--- src/rtl/core/stbs_pkg.sv ---
// Package for the sorted table binary search unit: sizes, codes and types.
// Used by the interfaces, the table cell, the top level and the checker.
`timescale 1ns / 1ps

package stbs_pkg;

    // Table size and derived widths.
    localparam int CAPACITY = 32;
    localparam int IDX_W    = (CAPACITY > 2) ? $clog2(CAPACITY) : 1;
    localparam int CNT_W    = $clog2(CAPACITY + 1);
    localparam int VALUE_W  = 31;
    localparam int INDEX_W  = 6;

    typedef logic [VALUE_W-1:0] value_t;
    typedef logic [INDEX_W-1:0] index_t;
    typedef logic [CNT_W-1:0]   count_t;
    typedef logic [IDX_W-1:0]   pos_t;

    // Word kinds on the request channel.
    typedef enum logic {
        KIND_INSERT = 1'b0,
        KIND_SEARCH = 1'b1
    } kind_t;

    // Result status codes.
    typedef enum logic [1:0] {
        ST_INSERTED = 2'd0,
        ST_FULL     = 2'd1,
        ST_FOUND    = 2'd2,
        ST_MISSING  = 2'd3
    } status_t;

    // Control sequencer states.
    typedef enum logic [1:0] {
        S_IDLE,
        S_INSERT,
        S_SEARCH,
        S_DONE
    } fsm_t;

    // What one cell hands to its right-hand neighbour.
    typedef struct packed {
        value_t entry;
        logic   gt;
    } link_t;

endpackage

--- src/rtl/core/stbs_req_if.sv ---
// Request and response channel interfaces for the sorted table unit.
// Depends on stbs_pkg for the payload types.
`timescale 1ns / 1ps

interface stbs_req_if;
    logic                 valid;
    logic                 ready;
    stbs_pkg::kind_t      kind;
    stbs_pkg::value_t     value;

    modport source (output valid, output kind, output value, input ready);
    modport sink   (input valid, input kind, input value, output ready);
endinterface

interface stbs_rsp_if;
    logic                 valid;
    logic                 ready;
    stbs_pkg::status_t    status;
    stbs_pkg::index_t     index;

    modport source (output valid, output status, output index, input ready);
    modport sink   (input valid, input status, input index, output ready);
endinterface

--- src/rtl/core/stbs_cell.sv ---
// One cell of the sorted table: holds one entry and compares it with the key.
// Depends on stbs_pkg; instantiated in a row by the top level.
`timescale 1ns / 1ps

module stbs_cell (
    input  logic             clk,
    input  stbs_pkg::value_t key,
    input  logic             load,
    input  logic             valid,
    input  logic             tail,
    input  stbs_pkg::link_t  left,
    output stbs_pkg::link_t  right,
    output logic             eq
);
    import stbs_pkg::*;

    value_t entry_reg;
    value_t entry_next;
    logic   gt;

    // Compare the stored entry with the current key.
    assign gt          = valid && (entry_reg > key);
    assign eq          = (entry_reg == key);
    assign right.entry = entry_reg;
    assign right.gt    = gt;

    // On an insert, larger entries move one place right and the key drops
    // into the first cell whose entry is larger, or into the free tail cell.
    always_comb
    begin
        entry_next = entry_reg;
        if (load && ((valid && gt) || tail))
        begin
            entry_next = left.gt ? left.entry : key;
        end
    end

    always_ff @(posedge clk)
    begin
        entry_reg <= entry_next;
    end

endmodule

--- src/rtl/core/sorted_table_binary_search_unit.sv ---
// Top level of the sorted table unit: a row of table cells and a sequencer.
// Depends on stbs_pkg, stbs_req_if, stbs_rsp_if and stbs_cell.
`timescale 1ns / 1ps

// Usage
// The request channel carries words of kind and value. An insert word puts
// the value into the table in ascending order after any equal entries and
// answers with status inserted and the new entry count, or status full and
// the unchanged count when all CAPACITY cells are taken. A search word runs
// a binary search over the stored entries and answers with status found and
// the probed position, or status not found and index zero.
// Every request word gives exactly one response word.
// Timing: a word is taken when the unit is idle. An insert passes through
// the cell row, where all cells compare and shift at once. A search probes
// the midpoint of the window, one probe per cycle, up to ceil(log2(N+1))
// probes for N stored entries (six for a full table of 32); a miss ends
// when the window is empty. Next the done state moves the result to the
// response register once that register is free, after which the unit
// returns to idle and can take the next word.
// Reset empties the table and the response register. When the receiver
// stalls, the response waits in its register; the next word may be taken,
// but its result waits until the previous one has been delivered.
module sorted_table_binary_search_unit (
    input  logic       clk,
    input  logic       rst_n,
    stbs_req_if.sink   req,
    stbs_rsp_if.source rsp
);
    import stbs_pkg::*;

    fsm_t    state_reg, state_next;
    value_t  key_reg, key_next;
    count_t  count_reg, count_next;
    count_t  lo_reg, lo_next;
    count_t  hi1_reg, hi1_next;
    status_t res_status_reg, res_status_next;
    index_t  res_index_reg, res_index_next;
    logic    out_valid_reg, out_valid_next;
    status_t out_status_reg, out_status_next;
    index_t  out_index_reg, out_index_next;

    logic                load;
    link_t               link_w [CAPACITY];
    logic [CAPACITY-1:0] gt_vec;
    logic [CAPACITY-1:0] eq_vec;
    logic [CNT_W:0]      mid_sum;
    pos_t                mid;
    logic                full;

    // Row of table cells; each feeds its entry and compare flag to the right.
    for (genvar i = 0; i < CAPACITY; i++)
    begin : g_cell
        link_t left_w;
        if (i == 0)
        begin : g_first
            assign left_w = '{entry: '0, gt: 1'b0};
        end
        else
        begin : g_rest
            assign left_w = link_w[i-1];
        end

        stbs_cell u_cell (
            .clk   (clk),
            .key   (key_reg),
            .load  (load),
            .valid (count_t'(i) < count_reg),
            .tail  (count_t'(i) == count_reg),
            .left  (left_w),
            .right (link_w[i]),
            .eq    (eq_vec[i])
        );

        assign gt_vec[i] = link_w[i].gt;
    end

    // Midpoint of the current search window, rounded down.
    assign mid_sum = {1'b0, lo_reg} + {1'b0, hi1_reg} - (CNT_W+1)'(1);
    assign mid     = mid_sum[IDX_W:1];
    assign full    = (count_reg == count_t'(CAPACITY));

    assign req.ready  = (state_reg == S_IDLE);
    assign rsp.valid  = out_valid_reg;
    assign rsp.status = out_status_reg;
    assign rsp.index  = out_index_reg;

    // Sequencer: next state, search window, table count and results.
    always_comb
    begin
        state_next      = state_reg;
        key_next        = key_reg;
        count_next      = count_reg;
        lo_next         = lo_reg;
        hi1_next        = hi1_reg;
        res_status_next = res_status_reg;
        res_index_next  = res_index_reg;
        out_valid_next  = out_valid_reg && !rsp.ready;
        out_status_next = out_status_reg;
        out_index_next  = out_index_reg;
        load            = 1'b0;

        case (state_reg)
            S_IDLE:
            begin
                if (req.valid)
                begin
                    key_next   = req.value;
                    lo_next    = '0;
                    hi1_next   = count_reg;
                    state_next = (req.kind == KIND_INSERT) ? S_INSERT : S_SEARCH;
                end
            end
            S_INSERT:
            begin
                if (full)
                begin
                    res_status_next = ST_FULL;
                    res_index_next  = index_t'(count_reg);
                end
                else
                begin
                    load            = 1'b1;
                    count_next      = count_reg + count_t'(1);
                    res_status_next = ST_INSERTED;
                    res_index_next  = index_t'(count_next);
                end
                state_next = S_DONE;
            end
            S_SEARCH:
            begin
                if (lo_reg < hi1_reg)
                begin
                    if (eq_vec[mid])
                    begin
                        res_status_next = ST_FOUND;
                        res_index_next  = index_t'(mid);
                        state_next      = S_DONE;
                    end
                    else if (gt_vec[mid])
                    begin
                        hi1_next = count_t'(mid);
                    end
                    else
                    begin
                        lo_next = count_t'(mid) + count_t'(1);
                    end
                end
                else
                begin
                    res_status_next = ST_MISSING;
                    res_index_next  = '0;
                    state_next      = S_DONE;
                end
            end
            S_DONE:
            begin
                if (!out_valid_reg || rsp.ready)
                begin
                    out_valid_next  = 1'b1;
                    out_status_next = res_status_reg;
                    out_index_next  = res_index_reg;
                    state_next      = S_IDLE;
                end
            end
            default:
            begin
                state_next = S_IDLE;
            end
        endcase
    end

    // Control registers.
    always_ff @(posedge clk or negedge rst_n)
    begin
        if (!rst_n)
        begin
            state_reg     <= S_IDLE;
            count_reg     <= '0;
            out_valid_reg <= 1'b0;
        end
        else
        begin
            state_reg     <= state_next;
            count_reg     <= count_next;
            out_valid_reg <= out_valid_next;
        end
    end

    // Payload registers.
    always_ff @(posedge clk)
    begin
        key_reg        <= key_next;
        lo_reg         <= lo_next;
        hi1_reg        <= hi1_next;
        res_status_reg <= res_status_next;
        res_index_reg  <= res_index_next;
        out_status_reg <= out_status_next;
        out_index_reg  <= out_index_next;
    end

endmodule

--- src/flat_wrapper.sv ---
// flat-port wrapper written by rule: the top's interface ports become plain ports
module sorted_table_binary_search_unit_flat import stbs_pkg::*;
  (clk, rst_n, req_valid, req_kind, req_value, req_ready, rsp_valid, rsp_status, rsp_index, rsp_ready);
  stbs_req_if req_i ();
  stbs_rsp_if rsp_i ();
  input  logic clk;
  input  logic rst_n;
  input wire logic [$bits(req_i.valid)-1:0] req_valid;
  input wire logic [$bits(req_i.kind)-1:0] req_kind;
  input wire logic [$bits(req_i.value)-1:0] req_value;
  output wire logic [$bits(req_i.ready)-1:0] req_ready;
  output wire logic [$bits(rsp_i.valid)-1:0] rsp_valid;
  output wire logic [$bits(rsp_i.status)-1:0] rsp_status;
  output wire logic [$bits(rsp_i.index)-1:0] rsp_index;
  input wire logic [$bits(rsp_i.ready)-1:0] rsp_ready;
  assign req_i.valid = req_valid;
  assign req_i.kind = req_kind;
  assign req_i.value = req_value;
  assign req_ready = req_i.ready;
  assign rsp_valid = rsp_i.valid;
  assign rsp_status = rsp_i.status;
  assign rsp_index = rsp_i.index;
  assign rsp_i.ready = rsp_ready;
  sorted_table_binary_search_unit u_core (.clk(clk), .rst_n(rst_n), .req(req_i), .rsp(rsp_i));
endmodule
--- config.mk ---
export PLATFORM = sky130hd
export DESIGN_NAME = sorted_table_binary_search_unit_flat
export DESIGN_NICKNAME = d
export VERILOG_FILES = /design/src/rtl/core/stbs_pkg.sv /design/src/rtl/core/stbs_req_if.sv /design/src/rtl/core/stbs_cell.sv /design/src/rtl/core/sorted_table_binary_search_unit.sv /design/src/flat_wrapper.sv
export SDC_FILE = /design/constraint.sdc
export NUM_CORES = 2
export LEC_CHECK = 0
export BUFFER_PORTS_ARGS = -buffer_cell sky130_fd_sc_hd__buf_2
export CAP_MARGIN = 20
export CORE_ASPECT_RATIO = 1.5
export CORE_MARGIN = 2
export CORE_UTILIZATION = 33
export DETAILED_ROUTE_END_ITERATION = 10
export GPL_TIMING_DRIVEN = 0
export HOLD_SLACK_MARGIN = 0.08
export PLACE_DENSITY = 0.58
export SETUP_SLACK_MARGIN = 0.3
export SLEW_MARGIN = 20
export SYNTH_ARGS = -nofsm -noshare
export SYNTH_HDL_FRONTEND = slang
export SYNTH_SLANG_ARGS = --single-unit
--- constraint.sdc ---
create_clock -name clk -period 7.8 [get_ports clk]
set_input_delay 1.17 -clock clk [delete_from_list [all_inputs] [get_ports clk]]
set_output_delay 1.17 -clock clk [all_outputs]
set_load 0.01 [all_outputs]
### Yosys cells after proc, flatten, opt, wreduce, memory -nomap -nowiden

Index checks and enable logic that the tools add are counted.

| word-level totals | value |
|---|---|
| logic and storage cells | 391 |
| input bits | 36 |
| register bits after elaboration | 1060 |
| output and inout bits | 10 |

| cells by class | value |
|---|---|
| add/sub/neg operators | 4 |
| reduce and logical (&&, ||, !) cells | 142 |
| magnitude comparators | 66 |
| equality and inequality tests | 74 |
| muxes and demuxes | 63 |

Operator list:

| kind | count |
|---|---|
| $eq A31 B31 Y1 | 32 |
| $gt A31 B31 Y1 | 32 |
| $mux W31 | 31 |
| $logic_and A1 B1 Y1 | 97 |
| $eq A5 B6 Y1 const A | 16 |
| $lt A5 B6 Y1 const A | 16 |
| $mux W6 | 11 |
| $eq A4 B6 Y1 const A | 8 |
| $lt A4 B6 Y1 const A | 8 |
| $pmux W6 S2 | 3 |
| $logic_or A1 B1 Y1 | 33 |
| $eq A3 B6 Y1 const A | 4 |
| $lt A3 B6 Y1 const A | 4 |
| $mux W2 | 7 |
| $eq A2 B6 Y1 const A | 2 |
| $lt A1 B6 Y1 const A | 2 |
| $lt A2 B6 Y1 const A | 2 |
| $bmux W1 S5 | 2 |
| $reduce_and A5 Y1 | 2 |
| $pmux W2 S4 | 1 |
| $mux W1 | 7 |
| $add A5 B1 Y6 const B | 1 |
| $add A6 B1 Y6 const B | 1 |
| $add A6 B6 Y6 | 1 |
| 17 further kinds | 26 |

### Logic depth before layout (Yosys ltp)

| depth | value |
|---|---|
| depth in word-level cells | 8 |
| mapped depth | 15 |

### Hierarchy

A second synthesis with hierarchy kept.

| unflattened totals | value |
|---|---|
| cell total of the unflattened synthesis | 7363 |
| area total of the unflattened synthesis | 71650.0 µm² |

By module, submodules not included:

| module | cells each | area an instance (µm²) | seq. area each (µm²) | times used |
|---|---|---|---|---|
| stbs_cell | 219 | 2113.3 | 930.9 | 32 |
| sorted_table_binary_search_unit | 355 | 4025.1 | 1996.9 | 1 |

### Least setup slack after synthesis

Ideal clock, no wire load.

| timing | value |
|---|---|
| path kind | register to register |
| from | register u_core.key_reg[30] |
| to | register u_core.g_cell[18].u_cell.entry_reg[0] (enable) |
| path buffers | 2 |
| slack | 3.038 ns |
| arrival | 4.332 ns |
| clock period less this slack | 4.762 ns |
| data required time | 7.371 ns |
| cell stages (with the launch flop) | 11 |
| path through | edfxtp_1 > clkbuf_1 > inv_1 > ha_1 > nand4_1 > nor4_1 > inv_1 > o311ai_0 > o21ai_1 > clkbuf_1 > a21oi_1 |

| on the way | value |
|---|---|
| cells in the longest elaborated chain, start to end | 5 |

Ends and longest elaborated chain:

| item | line | source |
|---|---|---|
| start, declared | sorted_table_binary_search_unit.sv:32 | `value_t key_reg, key_next;` |
| start signal, assigned | sorted_table_binary_search_unit.sv:192 | `key_reg <= key_next;` |
| $gt A31 B31 Y1 | stbs_cell.sv:22 | `assign gt = valid && (entry_reg > key);` |
| $logic_and A1 B1 Y1 | stbs_cell.sv:22 |  |
| $logic_and A1 B1 Y1 | stbs_cell.sv:32 | `if (load && ((valid && gt) \|\| tail))` |
| $logic_or A1 B1 Y1 | stbs_cell.sv:32 |  |
| $logic_and A1 B1 Y1 | stbs_cell.sv:32 |  |
| end signal, assigned | stbs_cell.sv:40 | `entry_reg <= entry_next;` |
| end, declared | stbs_cell.sv:17 | `value_t entry_reg;` |

No other way between the ends.
A chain may end at the register's enable or synchronous reset.

### Final worst setup path

| timing | value |
|---|---|
| from | register u_core.key_reg[30] |
| to | register u_core.hi1_reg[1] (enable) |

| on the way | value |
|---|---|
| cells in the longest elaborated chain, start to end | 6 |
| elaborated cells on any way between the ends | 103 |

Ends and longest elaborated chain:

| item | line | source |
|---|---|---|
| $gt A31 B31 Y1 | stbs_cell.sv:22 |  |
| $logic_and A1 B1 Y1 | stbs_cell.sv:22 |  |
| $bmux W1 S5 | sorted_table_binary_search_unit.sv:139 | `else if (gt_vec[mid])` |
| $mux W1 (implied by the code) | sorted_table_binary_search_unit.sv:139 |  |
| $ne A2 B1 Y1 (no source line) | -- |  |
| $reduce_and A5 Y1 (no source line) * | -- |  |
| end signal, assigned | sorted_table_binary_search_unit.sv:194 | `hi1_reg <= hi1_next;` |
| end, declared | sorted_table_binary_search_unit.sv:35 | `count_t hi1_reg, hi1_next;` |

Every way passes the cells marked *; elsewhere a longest branch is shown, timed or not. The select of a mux whose other input is x is not followed.

==> key figures <==
Setup path
  – Kind of critical path: reg2reg
  – R2r startpoint: u_core.key_reg[30]
  – Worst R2R End: u_core.hi1_reg[1]
  – Arrival @ worst endpoint: 6.75 ns
  – Worst-path maximum fanout: 36
  – R2R Setup Slk: 1.45 ns
  – CP Launch Type: register
  – Crit. End Element: register
  – FF-to-FF path depth: 12
  – CP required: 8.19 ns

Hold path
  – Hold WC Path Type: in2async

Timing
  – RSZ-0062 raised after global routing: no
  – Slew @ Worst Pin: 1.29 ns
  – TNS Setup: 0 ns
  – Fmax: 157 MHz
  – Slew Limit Fails: 0
  – Worst-case hold slack: 0.276 ns
  – Final setup viols: 0
  – Period utilization: 81.5%
  – Fin Clk Skew: 0.0584 ns
  – Slew HR: 14.0%
  – Final hold vios: 0
  – Final setup margin: 1.45 ns
  – Fin crit period: 6.35 ns

Clocking
  – CTS tree: done
  – Clk slew on worst S/H paths: 0.07 ns
  – Worst skew pair latency: 0.79 ns
  – CTS root buffer: clkbuf_16
  – Hold_buf cts: 0
  – Post-CTS Setup Inserts: 0
  – Htree depth: 3
  – # resized after CTS: 0
  – CTS sink count: 1060
  – Clock buffer depth: 3
  – Cts bufs inserted: 107

Pwr
  – Peak VDD IR: 0.000410 V
  – Pwr Total: 23.8 mW
  – Pleak: 28.1 nW
  – PwrDens: 314 mW/mm^2

Floorplan
  – Top-level I/O count: 46
  – Initial Util: 33.1%
  – Die H: 554 um
  – Core area: 0.201 mm^2
  – Die width: 371 um
  – Die Area: 0.206 mm^2
  – Cell row count: 202

Routing
  – Total number of vias: 47900
  – Via/cell ratio: 5.74
  – TritonRoute pass-1 iters: 8
  – Drt total wl: 234000 um
  – Remaining antenna violation count: 0
  – DR DRC count: 0
  – WL per Instance: 28.1 um
  – Drt first-iter violations: 3440

Finish
  – Nets: 6643
  – Post-route insts no fill: 8349
  – FILL cells: 19000
  – Proportion of layout cells with a drive suffix above 1: 21.4%
  – Final Util: 37.6%
  – Final instance area: 0.0758 mm^2
  – Area Overhead vs Synth: 13.7%
  – Max reg flops: 992

Synthesis
  – Post-Syn Area per Cell: 12.4 um^2
  – Post-synth top flop: edfxtp_1
  – Number of flops mapped to enable cells by yosys: 1051
  – Asr flop ratio synth: 0.849%
  – Most area-hungry cell type in the Yosys netlist: edfxtp_1
  – Syn_nets: 6422
  – Synth top cells by count: 1051 x edfxtp_1, 1013 x ha_1, 815 x mux2_2
  – Synth top area cells: edfxtp_1 47%, ha_1 19%, mux2_2 14%
  – Number of synthesized register bits: 1060
  – Mapped Area: 0.0667 mm^2
  – Cell with the most instances after synthesis: edfxtp_1
  – Synth unique cells: 79
  – Top-area cell type share of the netlist area: 47.3%
  – Sequential share of the synthesized area: 47.7%
  – Yosys warns: 0
  – Synth Instances: 5372

GRT
  – GRT Total Usage: 22.3%
  – First-pass GRT wire length: 334000 um
  – Number of global-route vias before repair: 49700
  – Grt total ovfl: 0
  – Pin count of the biggest net entering global routing: 37
  – Initial antenna violation count: 11

Place
  – Routability Congestion: 0.926
  – DP Worst Slack: 1.66 ns
  – HPWL after detailed placement: 182000 um
  – Input/output buffers: 45
  – Placed Cells: 8136
  – DP Area: 0.0722 mm^2

Job
  – Max-cap viol count: 0

Outcome
  – Status: complete, no violations
cell usage in the layout (no fill, tap or decap), drive strengths merged, types with 55 or more instances in the layout:
master,netlist,layout
nand3,139,139
edfxtp,1051,1051
buf,10,122
nand4,211,211
o21ai,307,307
a21oi,440,440
ha,1013,1013
nor2,143,143
clkbuf,224,353
nand2,360,360
mux2,817,817
inv,114,120
a21o,79,79
a211oi,55,55
power by group:
group / total (mW) / leakage [nW] / switching [mW] / internal [mW]
sequential: 8.03 / 9.63 / 0.452 / 7.58
combinational: 10.4 / 16.8 / 6.80 / 3.60
clock: 5.33 / 1.69 / 2.48 / 2.86
layout make-up:
type	instances	area, um^2	share of cell area (%)
Multi-Input combinational cell	3963	34000	44.8
Sequential cell	1060	31800	41.9
Tap cell	2652	3320	4.38
Clock buffer	129	2760	3.64
Timing Repair Buffer	112	1750	2.30
Buffer	234	926	1.22
Clock inverter	73	747	0.986
Inverter	115	499	0.659
Antenna cell	11	27.5	0.0363
worst max-delay path: stages, from the launching register on:
cell and delay [ns]:
edfxtp_1 0.36, clkbuf_1 0.65, inv_4 0.53, ha_1 0.48, nand4_1 0.19, nor4_2 0.73, a21boi_0 0.84, o211ai_1 0.61
mux2i_1 0.45, a211oi_1 0.14, o31ai_1 0.17, a32oi_1 0.21, a21oi_1 0.61
how the worst max path moves through the flow:
stage                             startpoint                                    end  slack, ns  cells past startpoint
after CTS                 u_core.key_reg[30]                      u_core.hi1_reg[1]       1.62                     12
after floorplan           u_core.key_reg[30]  u_core.g_cell[18].u_cell.entry_reg[0]       3.04                     10
after global placement    u_core.key_reg[30]   u_core.g_cell[0].u_cell.entry_reg[4]      -1.75                      9
after global routing      u_core.key_reg[30]                      u_core.hi1_reg[1]       1.40                     12
final                     u_core.key_reg[30]                      u_core.hi1_reg[1]       1.45                     12
after detailed placement  u_core.key_reg[30]                      u_core.hi1_reg[4]       1.66                     12
per-layer routing:
layer | wire (um) | global-route usage, % | share of wire [%]
met4 | 24800 | 20.0 | 11
met3 | 10400 | 3.35 | 4.4
met1 | 80400 | 22.0 | 34
met2 | 119000 | 40.2 | 51
met5 | 45 | 0 | 0.019
cells by family (layout without fill, tap and decap cells):
logic type / Yosys count / count (layout) / synth area share (%)
other: 0 / 11 / 0
flip-flops: 1060 / 1060 / 47.7
XOR/XNOR: 19 / 19 / 0.250
multiplexers: 820 / 820 / 13.9
AND/OR/NAND/NOR: 1035 / 1035 / 7.70
adder cells (fa/ha/maj): 1014 / 1014 / 19.0
AO/OA/AOI/OAI: 1075 / 1075 / 9.48
buffers and inverters: 349 / 663 / 1.98
Power figures use the tool's default switching activity.
